--- src/hdl/bump_map_lighting_pixel_macros.svh ---
// Assertion macros shared by the bump-map lighting pixel modules.
// Each check is sampled at the rising edge of clk and is off while rst is high.
`ifndef BUMP_MAP_LIGHTING_PIXEL_MACROS_SVH
`define BUMP_MAP_LIGHTING_PIXEL_MACROS_SVH

`ifndef NO_ASSERTIONS
`define BML_ASSERT_NOW(label, cond_a, cond_c) \
  label: assert property (@(posedge clk) disable iff (rst) (cond_a) |-> (cond_c)) \
    else $error("bump map lighting check failed");
`define BML_ASSERT_NEXT(label, cond_a, cond_c) \
  label: assert property (@(posedge clk) disable iff (rst) (cond_a) |=> (cond_c)) \
    else $error("bump map lighting check failed");
`else
`define BML_ASSERT_NOW(label, cond_a, cond_c)
`define BML_ASSERT_NEXT(label, cond_a, cond_c)
`endif

`endif

--- src/hdl/bml_pkg.sv ---
package bml_pkg;

  typedef enum logic [2:0] {
    REG_LIGHT_X      = 3'd0,
    REG_LIGHT_Y      = 3'd1,
    REG_BUMP_DEPTH   = 3'd2,
    REG_BLEND_MODE   = 3'd3,
    REG_INVERT_DEPTH = 3'd4,
    REG_SAME_BUFFER  = 3'd5
  } reg_index_t;

  localparam logic [1:0] BLEND_REPLACE = 2'd0;
  localparam logic [1:0] BLEND_ADD     = 2'd1;
  localparam logic [1:0] BLEND_MEAN    = 2'd2;

  localparam logic [11:0] LIGHT_X_RESET    = 12'd1024;
  localparam logic [11:0] LIGHT_Y_RESET    = 12'd1024;
  localparam logic [6:0]  BUMP_DEPTH_RESET = 7'd30;

  localparam logic [7:0] CHAN_LIMIT = 8'd254;
  localparam logic [7:0] GRAD_BASE  = 8'd127;
  // floor(x * 256 / 100) == floor(x * 5243 / 2^11) for every 7-bit x.
  localparam logic [12:0] PCT_RECIP = 13'd5243;
  localparam int          PCT_SHIFT = 11;
  localparam int          LIT_SHIFT = 8 + 6;

  typedef struct packed {
    logic [11:0] light_x;
    logic [11:0] light_y;
    logic [6:0]  bump_depth;
    logic [1:0]  blend_mode;
    logic        invert_depth;
    logic        same_buffer;
  } cfg_t;

  typedef struct packed {
    logic [23:0]        src;
    logic signed [9:0]  hd;
    logic signed [9:0]  vd;
    logic signed [12:0] lx;
    logic signed [12:0] ly;
    logic               skip;
  } front_t;

  typedef struct packed {
    logic [23:0] src;
    logic [6:0]  t1;
    logic [6:0]  t2;
    logic [8:0]  scale;
    logic        ok;
    logic        skip;
  } grad_t;

  typedef struct packed {
    logic [23:0] src;
    logic [8:0]  add;
    logic        skip;
  } lit_t;

  function automatic logic [7:0] depth_of(input logic [23:0] pix, input logic inv);
    logic [7:0] m;
    m = pix[7:0];
    if (pix[15:8] > m) m = pix[15:8];
    if (pix[23:16] > m) m = pix[23:16];
    return inv ? (8'd255 - m) : m;
  endfunction

endpackage

--- src/hdl/bml_front.sv ---
module bml_front #(
  parameter int MAX_WIDTH  = 2048,
  parameter int MAX_HEIGHT = 2048
) (
  input  logic               clk,
  input  logic               rst,
  input  bml_pkg::cfg_t      cfg,
  input  logic               in_valid,
  output logic               in_ready,
  input  logic [23:0]        src_pixel,
  input  logic [23:0]        depth_left,
  input  logic [23:0]        depth_right,
  input  logic [23:0]        depth_up,
  input  logic [23:0]        depth_down,
  input  logic [10:0]        pos_x,
  input  logic [10:0]        pos_y,
  output logic               out_valid,
  input  logic               out_ready,
  output bml_pkg::front_t    out_data
);

  localparam int CMP_W = 14;

  logic [11:0]     cx;
  logic [11:0]     cy;
  logic [7:0]      d_l, d_r, d_u, d_d;
  bml_pkg::front_t front_next;

  // The light position saturates at the frame size.
  assign cx = ({2'b00, cfg.light_x} > CMP_W'(MAX_WIDTH)) ? 12'(MAX_WIDTH) : cfg.light_x;
  assign cy = ({2'b00, cfg.light_y} > CMP_W'(MAX_HEIGHT)) ? 12'(MAX_HEIGHT) : cfg.light_y;

  always_comb begin
    d_l = bml_pkg::depth_of(depth_left, cfg.invert_depth);
    d_r = bml_pkg::depth_of(depth_right, cfg.invert_depth);
    d_u = bml_pkg::depth_of(depth_up, cfg.invert_depth);
    d_d = bml_pkg::depth_of(depth_down, cfg.invert_depth);
    front_next.src  = src_pixel;
    front_next.hd   = $signed({2'b00, d_r}) - $signed({2'b00, d_l});
    front_next.vd   = $signed({2'b00, d_d}) - $signed({2'b00, d_u});
    front_next.lx   = $signed({2'b00, pos_x}) - $signed({1'b0, cx});
    front_next.ly   = $signed({2'b00, pos_y}) - $signed({1'b0, cy});
    front_next.skip = cfg.same_buffer && (depth_left == 24'd0) && (depth_right == 24'd0)
                      && (depth_up == 24'd0) && (depth_down == 24'd0);
  end

  assign in_ready = !out_valid || out_ready;

  always_ff @(posedge clk) begin
    if (rst) begin
      out_valid <= 1'b0;
    end else if (in_ready) begin
      out_valid <= in_valid;
    end
  end

  always_ff @(posedge clk) begin
    if (in_ready && in_valid) begin
      out_data <= front_next;
    end
  end

endmodule

--- src/hdl/bml_grad.sv ---
`include "bump_map_lighting_pixel_macros.svh"

module bml_grad (
  input  logic               clk,
  input  logic               rst,
  input  logic [6:0]         bump_depth,
  input  logic               in_valid,
  output logic               in_ready,
  input  bml_pkg::front_t    in_data,
  output logic               out_valid,
  input  logic               out_ready,
  output bml_pkg::grad_t     out_data
);

  logic signed [13:0] dx, dy;
  logic [13:0]        ax, ay;
  logic [19:0]        pct_prod;
  bml_pkg::grad_t     grad_next;

  always_comb begin
    dx = 14'(in_data.hd) - 14'(in_data.lx);
    dy = 14'(in_data.vd) - 14'(in_data.ly);
    ax = dx[13] ? 14'(-dx) : 14'(dx);
    ay = dy[13] ? 14'(-dy) : 14'(dy);
    pct_prod = 20'(bump_depth) * 20'(bml_pkg::PCT_RECIP);
    grad_next.src   = in_data.src;
    // A term is positive only while the absolute difference stays below 127.
    grad_next.ok    = (ax < 14'(bml_pkg::GRAD_BASE)) && (ay < 14'(bml_pkg::GRAD_BASE));
    grad_next.t1    = 7'(bml_pkg::GRAD_BASE - {1'b0, ax[6:0]});
    grad_next.t2    = 7'(bml_pkg::GRAD_BASE - {1'b0, ay[6:0]});
    grad_next.scale = pct_prod[bml_pkg::PCT_SHIFT +: 9];
    grad_next.skip  = in_data.skip;
  end

  assign in_ready = !out_valid || out_ready;

  always_ff @(posedge clk) begin
    if (rst) begin
      out_valid <= 1'b0;
    end else if (in_ready) begin
      out_valid <= in_valid;
    end
  end

  always_ff @(posedge clk) begin
    if (in_ready && in_valid) begin
      out_data <= grad_next;
    end
  end

  `BML_ASSERT_NOW(a_terms_positive, out_valid && out_data.ok, (out_data.t1 != 7'd0) && (out_data.t2 != 7'd0))

endmodule

--- src/hdl/bml_mult.sv ---
module bml_mult (
  input  logic               clk,
  input  logic               rst,
  input  logic               in_valid,
  output logic               in_ready,
  input  bml_pkg::grad_t     in_data,
  output logic               out_valid,
  input  logic               out_ready,
  output bml_pkg::lit_t      out_data
);

  // First product stage: t1 * t2.
  logic        a_valid;
  logic        a_ready;
  logic [23:0] a_src;
  logic [13:0] a_prod;
  logic [8:0]  a_scale;
  logic        a_ok;
  logic        a_skip;

  logic        b_ready;
  logic [22:0] b_prod;

  assign b_ready  = !out_valid || out_ready;
  assign a_ready  = !a_valid || b_ready;
  assign in_ready = a_ready;
  assign b_prod   = 23'(a_prod) * 23'(a_scale);

  always_ff @(posedge clk) begin
    if (rst) begin
      a_valid   <= 1'b0;
      out_valid <= 1'b0;
    end else begin
      if (a_ready) begin
        a_valid <= in_valid;
      end
      if (b_ready) begin
        out_valid <= a_valid;
      end
    end
  end

  always_ff @(posedge clk) begin
    if (a_ready && in_valid) begin
      a_src   <= in_data.src;
      a_prod  <= 14'(in_data.t1) * 14'(in_data.t2);
      a_scale <= in_data.scale;
      a_ok    <= in_data.ok;
      a_skip  <= in_data.skip;
    end
    if (b_ready && a_valid) begin
      out_data.src  <= a_src;
      out_data.add  <= a_ok ? b_prod[bml_pkg::LIT_SHIFT +: 9] : 9'd0;
      out_data.skip <= a_skip;
    end
  end

endmodule

--- src/hdl/bml_blend.sv ---
`include "bump_map_lighting_pixel_macros.svh"

module bml_blend (
  input  logic               clk,
  input  logic               rst,
  input  logic [1:0]         blend_mode,
  input  logic               in_valid,
  output logic               in_ready,
  input  bml_pkg::lit_t      in_data,
  output logic               out_valid,
  input  logic               out_ready,
  output logic [23:0]        out_pixel
);

  logic [9:0]  lit_sum [3];
  logic [7:0]  lit_ch  [3];
  logic [8:0]  add_sum [3];
  logic [7:0]  src_ch  [3];
  logic [23:0] pix_next;

  always_comb begin
    pix_next = 24'd0;
    for (int k = 0; k < 3; k++) begin
      src_ch[k]  = in_data.src[8*k +: 8];
      lit_sum[k] = 10'(src_ch[k]) + 10'(in_data.add);
      lit_ch[k]  = (lit_sum[k] > 10'(bml_pkg::CHAN_LIMIT)) ? bml_pkg::CHAN_LIMIT
                                                           : lit_sum[k][7:0];
      add_sum[k] = 9'(src_ch[k]) + 9'(lit_ch[k]);
      case (blend_mode)
        bml_pkg::BLEND_ADD: begin
          pix_next[8*k +: 8] = add_sum[k][8] ? 8'hFF : add_sum[k][7:0];
        end
        bml_pkg::BLEND_MEAN: begin
          pix_next[8*k +: 8] = {1'b0, src_ch[k][7:1]} + {1'b0, lit_ch[k][7:1]};
        end
        default: begin
          pix_next[8*k +: 8] = lit_ch[k];
        end
      endcase
    end
    if (in_data.skip) begin
      pix_next = 24'd0;
    end
  end

  assign in_ready = !out_valid || out_ready;

  always_ff @(posedge clk) begin
    if (rst) begin
      out_valid <= 1'b0;
    end else if (in_ready) begin
      out_valid <= in_valid;
    end
  end

  always_ff @(posedge clk) begin
    if (in_ready && in_valid) begin
      out_pixel <= pix_next;
    end
  end

  // In replace mode no channel can reach full scale.
  `BML_ASSERT_NEXT(a_replace_limit, in_valid && in_ready && (blend_mode == bml_pkg::BLEND_REPLACE), (out_pixel[7:0] != 8'hFF) && (out_pixel[15:8] != 8'hFF) && (out_pixel[23:16] != 8'hFF))

endmodule

--- src/hdl/bump_map_lighting_pixel.sv ---
// A word accepted on s_tready passes the front, grad, mult and blend registers before it shows on m_tvalid.
// Throughput: one word per clock; the five register stages each stall only when
// the stage after them is full, so bubbles close up and the output register
// can hold a result while new words keep entering.
// Reset (rst, synchronous): valid bits clear and the registers return to
// light 1024/1024, depth 30, replace, no inversion, same buffer.
`include "bump_map_lighting_pixel_macros.svh"

module bump_map_lighting_pixel #(
  parameter int MAX_WIDTH  = 2048,
  parameter int MAX_HEIGHT = 2048
) (
  input  logic          clk,
  input  logic          rst,
  input  logic          cfg_valid,
  output logic          cfg_ready,
  input  logic [2:0]    cfg_addr,
  input  logic [11:0]   cfg_data,
  input  logic          s_tvalid,
  output logic          s_tready,
  // src_pixel, depth_left, depth_right, depth_up, depth_down, pos_x, pos_y, 2 zero bits
  input  logic [143:0]  s_tdata,
  output logic          m_tvalid,
  input  logic          m_tready,
  // out_pixel
  output logic [23:0]   m_tdata
);

  bml_pkg::cfg_t   cfg;
  logic            f_valid, f_ready;
  bml_pkg::front_t f_data;
  logic            g_valid, g_ready;
  bml_pkg::grad_t  g_data;
  logic            l_valid, l_ready;
  bml_pkg::lit_t   l_data;

  assign cfg_ready = 1'b1;

  always_ff @(posedge clk) begin
    if (rst) begin
      cfg.light_x      <= bml_pkg::LIGHT_X_RESET;
      cfg.light_y      <= bml_pkg::LIGHT_Y_RESET;
      cfg.bump_depth   <= bml_pkg::BUMP_DEPTH_RESET;
      cfg.blend_mode   <= bml_pkg::BLEND_REPLACE;
      cfg.invert_depth <= 1'b0;
      cfg.same_buffer  <= 1'b1;
    end else if (cfg_valid && cfg_ready) begin
      case (cfg_addr)
        bml_pkg::REG_LIGHT_X:      cfg.light_x      <= cfg_data;
        bml_pkg::REG_LIGHT_Y:      cfg.light_y      <= cfg_data;
        bml_pkg::REG_BUMP_DEPTH:   cfg.bump_depth   <= cfg_data[6:0];
        bml_pkg::REG_BLEND_MODE:   cfg.blend_mode   <= cfg_data[1:0];
        bml_pkg::REG_INVERT_DEPTH: cfg.invert_depth <= cfg_data[0];
        bml_pkg::REG_SAME_BUFFER:  cfg.same_buffer  <= cfg_data[0];
        default: ;
      endcase
    end
  end

  bml_front #(
    .MAX_WIDTH  (MAX_WIDTH),
    .MAX_HEIGHT (MAX_HEIGHT)
  ) u_front (
    .clk         (clk),
    .rst         (rst),
    .cfg         (cfg),
    .in_valid    (s_tvalid),
    .in_ready    (s_tready),
    .src_pixel   (s_tdata[23:0]),
    .depth_left  (s_tdata[47:24]),
    .depth_right (s_tdata[71:48]),
    .depth_up    (s_tdata[95:72]),
    .depth_down  (s_tdata[119:96]),
    .pos_x       (s_tdata[130:120]),
    .pos_y       (s_tdata[141:131]),
    .out_valid   (f_valid),
    .out_ready   (f_ready),
    .out_data    (f_data)
  );

  bml_grad u_grad (
    .clk        (clk),
    .rst        (rst),
    .bump_depth (cfg.bump_depth),
    .in_valid   (f_valid),
    .in_ready   (f_ready),
    .in_data    (f_data),
    .out_valid  (g_valid),
    .out_ready  (g_ready),
    .out_data   (g_data)
  );

  bml_mult u_mult (
    .clk       (clk),
    .rst       (rst),
    .in_valid  (g_valid),
    .in_ready  (g_ready),
    .in_data   (g_data),
    .out_valid (l_valid),
    .out_ready (l_ready),
    .out_data  (l_data)
  );

  bml_blend u_blend (
    .clk        (clk),
    .rst        (rst),
    .blend_mode (cfg.blend_mode),
    .in_valid   (l_valid),
    .in_ready   (l_ready),
    .in_data    (l_data),
    .out_valid  (m_tvalid),
    .out_ready  (m_tready),
    .out_pixel  (m_tdata)
  );

  // With the output register empty, every stage can advance.
  `BML_ASSERT_NOW(a_empty_out_accepts, !m_tvalid, s_tready && f_ready && g_ready && l_ready)
  // A stage that holds a word while the next one is full keeps it.
  `BML_ASSERT_NEXT(a_front_hold, f_valid && !f_ready, f_valid)

endmodule

--- config.mk ---
export PLATFORM = sky130hd
export DESIGN_NAME = bump_map_lighting_pixel
export DESIGN_NICKNAME = d
export VERILOG_FILES = /design/src/hdl/bml_pkg.sv /design/src/hdl/bml_front.sv /design/src/hdl/bml_grad.sv /design/src/hdl/bml_mult.sv /design/src/hdl/bml_blend.sv /design/src/hdl/bump_map_lighting_pixel.sv
export VERILOG_INCLUDE_DIRS = /design/src /design/src/hdl
export SDC_FILE = /design/constraint.sdc
export NUM_CORES = 1
export LEC_CHECK = 0
export BUFFER_PORTS_ARGS = -buffer_cell sky130_fd_sc_hd__buf_4
export CAP_MARGIN = 20
export CORE_UTILIZATION = 45
export DETAILED_ROUTE_END_ITERATION = 10
export GPL_ROUTABILITY_DRIVEN = 0
export PLACE_DENSITY = 0.65
export REMOVE_ABC_BUFFERS = 1
export SKIP_LAST_GASP = 1
export SYNTH_ARGS = -nofsm -noshare
export SYNTH_HDL_FRONTEND = slang
export SYNTH_SLANG_ARGS = --single-unit
--- constraint.sdc ---
create_clock -name clk -period 5.4 [get_ports clk]
set_input_delay 0.81 -clock clk [delete_from_list [all_inputs] [get_ports clk]]
set_output_delay 0.81 -clock clk [all_outputs]
set_load 0.005 [all_outputs]
==> results of run 1 <==
cells in the mapped netlist (19+ instances only):
master	n
clkbuf_1	53
and2_1	81
mux2i_1	74
ha_1	301
xnor2_1	84
nor3_1	33
edfxtp_1	225
o21ai_0	54
o21bai_1	19
a21o_1	53
nand2_1	230
nand4_1	23
fa_1	140
nor2b_1	48
nand3_1	42
xor2_1	66
nand2b_1	34
nor4_1	36
nor2_1	116
inv_1	346
o21a_1	26
dfxtp_1	40
a31oi_1	20
a21oi_1	127
cells by family (layout without fill, tap and decap cells):
| kind of cell | after synthesis | in the layout |
|---|---|---|
| and+or+nand+nor | 710 | 710 |
| AOI/OAI and AO/OA | 452 | 452 |
| adders and majority gates | 441 | 441 |
| buffers and inverters | 415 | 694 |
| DFF | 265 | 265 |
| xor gates and xnor gates | 152 | 152 |
| muxes | 82 | 82 |
| other | 1 | 1 |
where the power goes:
| part | switching (mW) | internal [mW] | total, mW | leakage (nW) |
|---|---|---|---|---|
| combinational | 5.79 | 4.89 | 10.7 | 10.2 |
| clock | 0.859 | 1.25 | 2.11 | 0.503 |
| sequential | 0.253 | 2.81 | 3.07 | 2.44 |
| total | 6.90 | 8.95 | 15.9 | 13.2 |
routing by layer:
layer  global-route usage, %  wire, um  up-vias
met3                   2.025      2094       71
met4                   4.377      1012        0
met5                       0         0        -
met2                   36.95     28550      411
met1                   25.29     24520     9049
li1                        -         -     9264
per-stage QoR:
stage | util [%] | setup slack (ns) | instances | instance area (um^2) | power, mW
after global placement | 50.79 | -0.2329 | 3433 | 27390 | 13.28
after global routing | 53.02 | -0.1339 | 3493 | 28590 | 17.58
after CTS | 52.74 | 0.08336 | 3490 | 28440 | 15.88
final | 53.02 | 0.1590 | 3493 | 28590 | 15.85
after detailed placement | 50.82 | -0.4017 | 3434 | 27400 | 13.65
after floorplan | - | -0.3482 | 2449 | 24300 | 11.18
worst paths after layout:
check                                          start             endpoint  slack, ns  cells past startpoint
worst max-delay path               u_mult.a_scale[5]   u_mult.out_data[9]       0.16                     19
worst min register to register  u_front.out_data[48]  u_grad.out_data[26]       0.41                      0
worst min-delay path            u_front.out_data[48]  u_grad.out_data[26]       0.41                      0
worst max register to register     u_mult.a_scale[5]   u_mult.out_data[9]       0.16                     19
critical path, cell delays in order (launching register included):
cell      delay (ns)
edfxtp_1        0.51
buf_4           0.22
and2_1          0.17
fa_1            0.57
fa_1            0.44
fa_1            0.54
inv_1           0.05
fa_1            0.52
inv_1           0.04
ha_1            0.33
a21o_1          0.19
a21o_1          0.16
a21oi_1         0.16
o31ai_1         0.09
a21oi_1         0.13
buf_4           0.16
o21ai_0         0.14
o41ai_2         0.34
xnor2_1         0.16
nor2_1          0.05
sequential cells by signal (all words and copies together), names as in the netlist, 9 cells and up:
signal	count
u_mult.a_src	24
u_mult.a_prod	14
u_mult.a_scale	9
u_mult.out_data	34
u_grad.out_data	49
cfg	35
u_blend.out_pixel	24
u_front.out_data	69
timing repair:
action,4_1_cts,5_1_grt
setup endpoints to repair,0,13
hold endpoints to repair,0,0
setup buffers,0,2
hold buffers,0,0
resized for setup,0,28
area by class of cell:
type                       count  area share, %
inverter                     346          4.543
clock buffer                  34          2.753
clock inverter                22         0.8841
sequential                   265          26.44
tap                          696          3.046
multi-input combinational   1838          54.58
timing repair buffer         292          7.752
==> qor.yml, run 1 <==
outcome: "completed"
synth_edf_count: 225
drc_errors: 0
yosys_warnings: 0
ant_nets: 0
vdd_drop_max_v: 0.0006747
drt_iter0_markers: 868
die_h_um: 235.8
slew_violations: 0
syn_area_per_cell_um2: 9.773
ys_seq_elements: 265
synth_area_leaders: "edfxtp_1, ha_1, fa_1, inv_1, nand2_1"
critPathArrivalTime_ns: 5.55
via_per_inst: 5.381
regArea_mm2: 0.007559
grt_max_degree: 70
clk_pin_slew_ns: 0.06
cp-start-kind: "flip-flop"
clock_skew_ns: 0.01269
power.density_mw_per_mm2: 554.6
syn_area_mm2: 0.02461
min_path_type: "flip-flop to flip-flop"
yosysUniqueCellTypes: 94
final_common_cell: "inv_1"
postSynthCellCount: 2518
track_usage_pct: 20.10
initial_utilization_pct: 45.64
grt_pass1_vias: 18998
vias: 18795
yosys.area.top_type: "edfxtp_1"
cp_data_required_time_ns: 5.71
post-dp-hpwl_um: 46170
yosysTopAreaCellShare_pct: 27.46
ios: 191
routed_wirelength_um: 56180
fin_setup_tns_ns: 0
htreeDepth: 1
critPathCaptureType: "flip-flop"
p_leak_nw: 13.15
numCtsBuffers: 31
fin_hold_ws_ns: 0.4118
fmax_ghz: 0.1908
clkSinkCount: 265
overflow: 0
clock-root-buffer: "clkbuf_16"
io_buffer_count: 187
drive_gt1_share_pct: 14.66
wl_per_cell_um: 16.08
tightest_slew_ns: 0.9841
fill_cells: 4696
synth_ff_type: "edfxtp_1"
setup_viol: 0
synth-compound-area-share_pct: 12.65
grt_pass1_wl_um: 92580
rows: 85
final_cell_mix: "inv_1, ha_1, buf_4"
synth_fa_ha_area_share_pct: 26.69
num_antenna_cells: 0
clock_latency_ns: 0.57
synth-xor-area-share_pct: 5.471
clk_path_buf_depth: 3
crit_type: "flip-flop to flip-flop"
period_share_pct: 97.06
coreArea_mm2: 0.05392
hold_viol: 0
drv_cap: 0
yosysSeqAreaShare_pct: 30.71
nets: 3379
antenna_found_initial: 0
cts_tree: "yes"
period_needed_ns: 5.241
area_growth_pct: 16.17
synth_mux_area_share_pct: 3.376
cp_max_fo: 8
die-area_mm2: 0.05562
multi_input_area_mm2: 0.01560
synthSimpleGateAreaFrac_pct: 14.57
synth_top_family_by_area: "adder cells"
rsz0062_at_grt: "true"
fp.dieW_um: 235.8
slew_headroom_pct: 34.39
synthArstFlopShare_pct: 0
drt-pass1-iter-count: 5
Power figures use the tool's default switching activity.
==> run 2, diff against run 1 <==
--- a/config.mk
+++ b/config.mk
@@ -11,7 +11,6 @@
 export CORE_UTILIZATION = 45
 export DETAILED_ROUTE_END_ITERATION = 10
 export GPL_ROUTABILITY_DRIVEN = 0
-export PLACE_DENSITY = 0.65
 export REMOVE_ABC_BUFFERS = 1
 export SKIP_LAST_GASP = 1
 export SYNTH_ARGS = -nofsm -noshare
==> constraint.sdc (replaced) <==
create_clock -name clk -period 6.7 [get_ports clk]
set_input_delay 1.005 -clock clk [delete_from_list [all_inputs] [get_ports clk]]
set_output_delay 1.005 -clock clk [all_outputs]
set_load 0.005 [all_outputs]
==> run 2 against run 1 <==
  * Clock power fell by 17%
  * Final area is 2.6% lower
  * Critical path depth grew 8
  * Combinational power shrank 23%
  * Sequential share of layout area is 0.71 points higher
  * Count of clock-buffer cells in the layout is 5 higher
  * Flip-flop and latch count unchanged
  * Routed wire length down 2.5%
  * Power shrank 21%
  * Critical path type is now input pin to flip-flop
==> qor.yml, run 2 (synthesis gave the netlist of run 1 again) <==
cts_tree: "yes"
outcome: "completed"
clk_pin_slew_ns: 0.06
critPathArrivalTime_ns: 6.59
drc_errors: 0
cpMostUsedCell: "a21oi_1"
vdd_drop_max_v: 0.0003725
cts_resized: 0
initial_utilization_pct: 45.64
min_path_type: "flip-flop to flip-flop"
tightest_slew_ns: 0.9979
vias: 18233
p_leak_nw: 12.74
via_per_inst: 5.358
clkSinkCount: 265
grt_pass1_vias: 18217
overflow: 0
p_int_mw: 7.038
power_frac_comb_pct: 65.9
r2r-start: "u_mult.a_scale[8]"
reg2regPathDepth: 18
num_antenna_cells: 0
cp_max_fo: 8
crit_type: "input pin to flip-flop"
cp_data_required_time_ns: 7.11
rows: 85
critical_path.endpoint: "u_front.out_data[35]"
die_h_um: 235.8
clock_skew_ns: 0.01540
period_needed_ns: 6.178
seqPwrFrac_pct: 20.0
clock-root-buffer: "clkbuf_16"
final_cell_mix: "inv_1, ha_1, nand2_1"
clk_path_buf_depth: 3
grt_max_degree: 70
final_common_cell: "inv_1"
die-area_mm2: 0.05562
htreeDepth: 1
reg2reg_slack_ns: 0.73
r2r_end: "u_mult.out_data[9]"
routed_wirelength_um: 54750
drv_cap: 0
drt_iter0_markers: 755
wl_per_cell_um: 16.09
final_core_util_pct: 51.63
slew_headroom_pct: 33.48
cp-start-kind: "input pin"
fp.dieW_um: 235.8
clock_latency_ns: 0.57
postCtsSetupBuffers: 0
swShare_pct: 43.61
area_growth_pct: 13.13
slew_violations: 0
power.density_mw_per_mm2: 448.4
coreArea_mm2: 0.05392
largest_register_ffs: 69
fmax_ghz: 0.1619
top_regs: "u_front.out_data: 69 flops, u_grad.out_data: 49 flops, cfg: 35 flops"
track_usage_pct: 19.51
drt-pass1-iter-count: 5
setup_viol: 0
numCtsBuffers: 31
grt_pass1_wl_um: 89640
cp_slowest_cell: "a22oi_1"
regMostFlops: "u_front.out_data"
ant_nets: 0
pwr-share-clk_pct: 14.1
cp_slowest_stage_delay_ns: 0.79
critPathCaptureType: "flip-flop"
p_sw_mw: 5.444
fin_setup_tns_ns: 0
hold_buffers: 0
antenna_found_initial: 0
ios: 191
period_share_pct: 92.20
drive_gt1_share_pct: 10.86
post-dp-hpwl_um: 45000
rsz0062_at_grt: "false"
startpoint: "s_tdata[99]"
io_buffer_count: 187
hold_viol: 0
nets: 3289
==> run 2: cell count changes in the layout (fill, tap and decap cells not counted), sizes merged <==
cell      previous run  this run
buf                292       201
clkbuf              34        40
clkinv              10         7
bufinv               4         6
clkinvlp             3         1
inv                351       349
==> run 2: worst min path at each step <==
stage	startpoint	endpoint	slack, ns	cells after the start
after CTS	u_grad.out_data[34]	u_mult.a_src[9]	0.42	0
after global placement	u_mult.a_src[15]	u_mult.out_data[25]	0.40	0
after detailed placement	u_front.out_data[54]	u_grad.out_data[32]	0.40	0
final	u_front.out_data[61]	u_grad.out_data[39]	0.41	0
after floorplan	u_front.out_data[0]	u_grad.out_data[0]	0.40	0
after global routing	u_mult.a_src[0]	u_mult.out_data[10]	0.42	0
==> run 2: metrics by stage <==
| step | hold WS (ns) | worst slack (ns) | area (um^2) | total power [mW] | std cells |
|---|---|---|---|---|---|
| after floorplan | 0.4003 | 0.7568 | 24300 | 9.011 | 2449 |
| after global placement | 0.4025 | 0.1923 | 26720 | 10.55 | 3344 |
| after detailed placement | 0.4045 | 0.02456 | 26730 | 10.79 | 3345 |
| after CTS | 0.4159 | 0.6083 | 27810 | 12.64 | 3401 |
| after global routing | 0.4207 | 0.08702 | 27840 | 13.89 | 3403 |
| final | 0.4115 | 0.5223 | 27840 | 12.48 | 3403 |
==> run 2: layer usage <==
| layer | vias up | share of wire (%) | GRT usage [%] |
|---|---|---|---|
| met1 | 8687 | 46 | 25.51 |
| met3 | 76 | 3.6 | 2.013 |
| met5 | - | 0 | 0 |
| met2 | 366 | 49 | 34.49 |
| met4 | 0 | 2.0 | 4.734 |
| li1 | 9104 | - | - |
==> run 2: layout make-up <==
cell class                      count  area [um^2]
Clock buffer                       39        825.8
Clock inverter                     17        252.7
Timing Repair Buffer              202         1536
Multi-Input combinational cell   1838        15490
Inverter                          346         1299
Sequential cell                   265         7559
Tap cell                          696        870.8
Fill cell                        4926        26080
==> run 2: power groups by stage <==
stage	Sequential (mW)	Combinational [mW]	Clock (mW)
after floorplan	2.43	6.58	0
after CTS	2.50	8.33	1.81
final	2.49	8.23	1.76
after global routing	2.53	9.50	1.87
after global placement	2.54	8.01	0
after detailed placement	2.54	8.25	0
==> run 2: critical path, delay by kind of cell <==
| family | cells | cell delay [ns] |
|---|---|---|
| xor gates and xnor gates | 1 | 0.17 |
| and+or+nand+nor | 3 | 0.32 |
| muxes | 2 | 0.71 |
| adders and majority gates | 4 | 1.14 |
| AOI/OAI and AO/OA | 14 | 3.04 |
| buffers and inverters | 3 | 0.22 |
==> run 3, diff against run 2 <==
==> constraint.sdc (replaced) <==
create_clock -name clk -period 7.75 [get_ports clk]
set_input_delay 1.1625 -clock clk [delete_from_list [all_inputs] [get_ports clk]]
set_output_delay 1.1625 -clock clk [all_outputs]
set_load 0.005 [all_outputs]
==> run 3 against run 2 <==
  * Critical path depth stayed put
  * Register-to-register slack better by 1.1 ns
  * Utilization is 0.16 points lower
  * Sequential power is 13% lower
  * Sequential share of layout area is 0.082 points higher
  * Count of clock-buffer cells in the layout is 3 lower
  * Die area stayed put
  * Final area is 0.30% lower
  * Worst hold slack better by 0.0033 ns
  * Critical endpoint unchanged
  * Largest power group unchanged
  * Highest routed layer unchanged
==> qor.yml, run 3 (synthesis gave the netlist of run 1 again) <==
outcome: "completed"
fin_ws_ns: 1.421
die-area_mm2: 0.05562
routed_wirelength_um: 54890
drc_errors: 0
startpoint: "s_tdata[99]"
slew_headroom_pct: 30.89
clock_latency_ns: 0.57
initial_utilization_pct: 45.64
top_regs: "u_front.out_data: 69 flops, u_grad.out_data: 49 flops, cfg: 35 flops"
cts_resized: 0
cp_data_required_time_ns: 8.16
grt_pass1_wl_um: 91050
crit_type: "input pin to flip-flop"
grt_pass1_vias: 18370
setup_viol: 0
rows: 85
r2r_end: "u_mult.out_data[9]"
drt-pass1-iter-count: 5
cts_tree: "yes"
ant_nets: 0
num_antenna_cells: 0
tightest_slew_ns: 1.037
period_share_pct: 81.66
grt_max_degree: 70
track_usage_pct: 19.88
instances_no_fill: 3399
rsz0062_at_grt: "false"
clkSinkCount: 265
hold_viol: 0
regMostFlops: "u_front.out_data"
p_leak_nw: 12.68
fp.dieW_um: 235.8
pre_cts_slack_ns: 0.8957
drt_iter0_markers: 827
place_inst: 3339
fill_cells: 4886
reg2regPathDepth: 18
final_core_util_pct: 51.47
drive_gt1_share_pct: 10.69
min-delay-start: "u_front.out_data[52]"
ios: 191
largest_register_ffs: 69
hold_buffers: 0
io_buffer_count: 187
cp-start-kind: "input pin"
clock-root-buffer: "clkbuf_16"
die_h_um: 235.8
min_to: "u_grad.out_data[30]"
htreeDepth: 1
critPathArrivalTime_ns: 6.74
nets: 3283
fmax_ghz: 0.1580
reg2reg_slack_ns: 1.81
area_growth_pct: 12.79
post-dp-hpwl_um: 44630
overflow: 0
fin_setup_tns_ns: 0
dpl_cell_area_mm2: 0.02668
drv_cap: 0
antenna_found_initial: 0
via_per_inst: 5.329
cp_max_fo: 8
clk_path_buf_depth: 3
clk_pin_slew_ns: 0.06
fin_hold_ws_ns: 0.4148
power.density_mw_per_mm2: 386.1
coreArea_mm2: 0.05392
finish.instance_area_mm2: 0.02775
period_needed_ns: 6.329
wl_per_cell_um: 16.15
power.total_mw: 10.71
vdd_drop_max_v: 0.0004743
min_path_type: "flip-flop to flip-flop"
final_common_cell: "inv_1"
r2r-start: "u_mult.a_scale[8]"
numCtsBuffers: 31
whs_path_depth: 0
final_cell_mix: "inv_1, ha_1, nand2_1"
vias: 18112
critPathCaptureType: "flip-flop"
clock_skew_ns: 0.01078
postCtsSetupBuffers: 0
slew_violations: 0
[run 3: worst max-delay path by stage]
stage	endpoint	depth (start not counted)	slack, ns
2_1_floorplan	u_front.out_data[35]	28	1.65
3_3_place_gp	u_front.out_data[35]	27	1.06
3_5_place_dp	u_front.out_data[35]	27	0.90
4_1_cts	u_front.out_data[35]	27	1.49
5_1_grt	u_front.out_data[35]	27	1.07
6_report	u_front.out_data[35]	27	1.42
[run 3: final cells by class]
| cell class | count | area, um^2 | area share, % |
|---|---|---|---|
| Clock buffer | 36 | 794.5 | 2.863 |
| Sequential cell | 265 | 7559 | 27.23 |
| Tap cell | 696 | 870.8 | 3.138 |
| Clock inverter | 22 | 247.7 | 0.8926 |
| Multi-Input combinational cell | 1838 | 15490 | 55.83 |
| Timing Repair Buffer | 196 | 1489 | 5.365 |
| Inverter | 346 | 1299 | 4.679 |
[run 3: critical path: stages]
cell      delay, ns
buf_4          0.11
inv_1          0.04
ha_1           0.29
nand3_1        0.11
o22ai_1        0.16
o21bai_1       0.09
a22oi_1        0.81
mux2i_1        0.38
ha_1           0.30
nor2b_1        0.13
o21a_1         0.16
o21ai_0        0.18
nand2b_1       0.08
a21oi_1        0.13
o21ai_0        0.09
o21ai_1        0.47
mux2i_1        0.30
xor2_1         0.18
ha_1           0.16
inv_1          0.05
fa_1           0.40
a21o_1         0.19
a21oi_1        0.21
o21bai_1       0.09
a21oi_1        0.22
o21bai_1       0.08
a21oi_1        0.17
[run 3: report_power, final]
group,internal [mW],leakage [nW],total (mW),switching [mW]
combinational,3.17,9.74,7.08,3.92
clock,0.875,0.498,1.47,0.597
sequential,1.96,2.44,2.16,0.199
[run 3: metal layers]
layer	vias to the layer above	routed length (um)	GRT usage, %
met5	-	0	0
met4	0	1021	4.337
met1	8621	25370	26.38
met2	341	26530	34.98
met3	59	1969	1.919
li1	9091	-	-
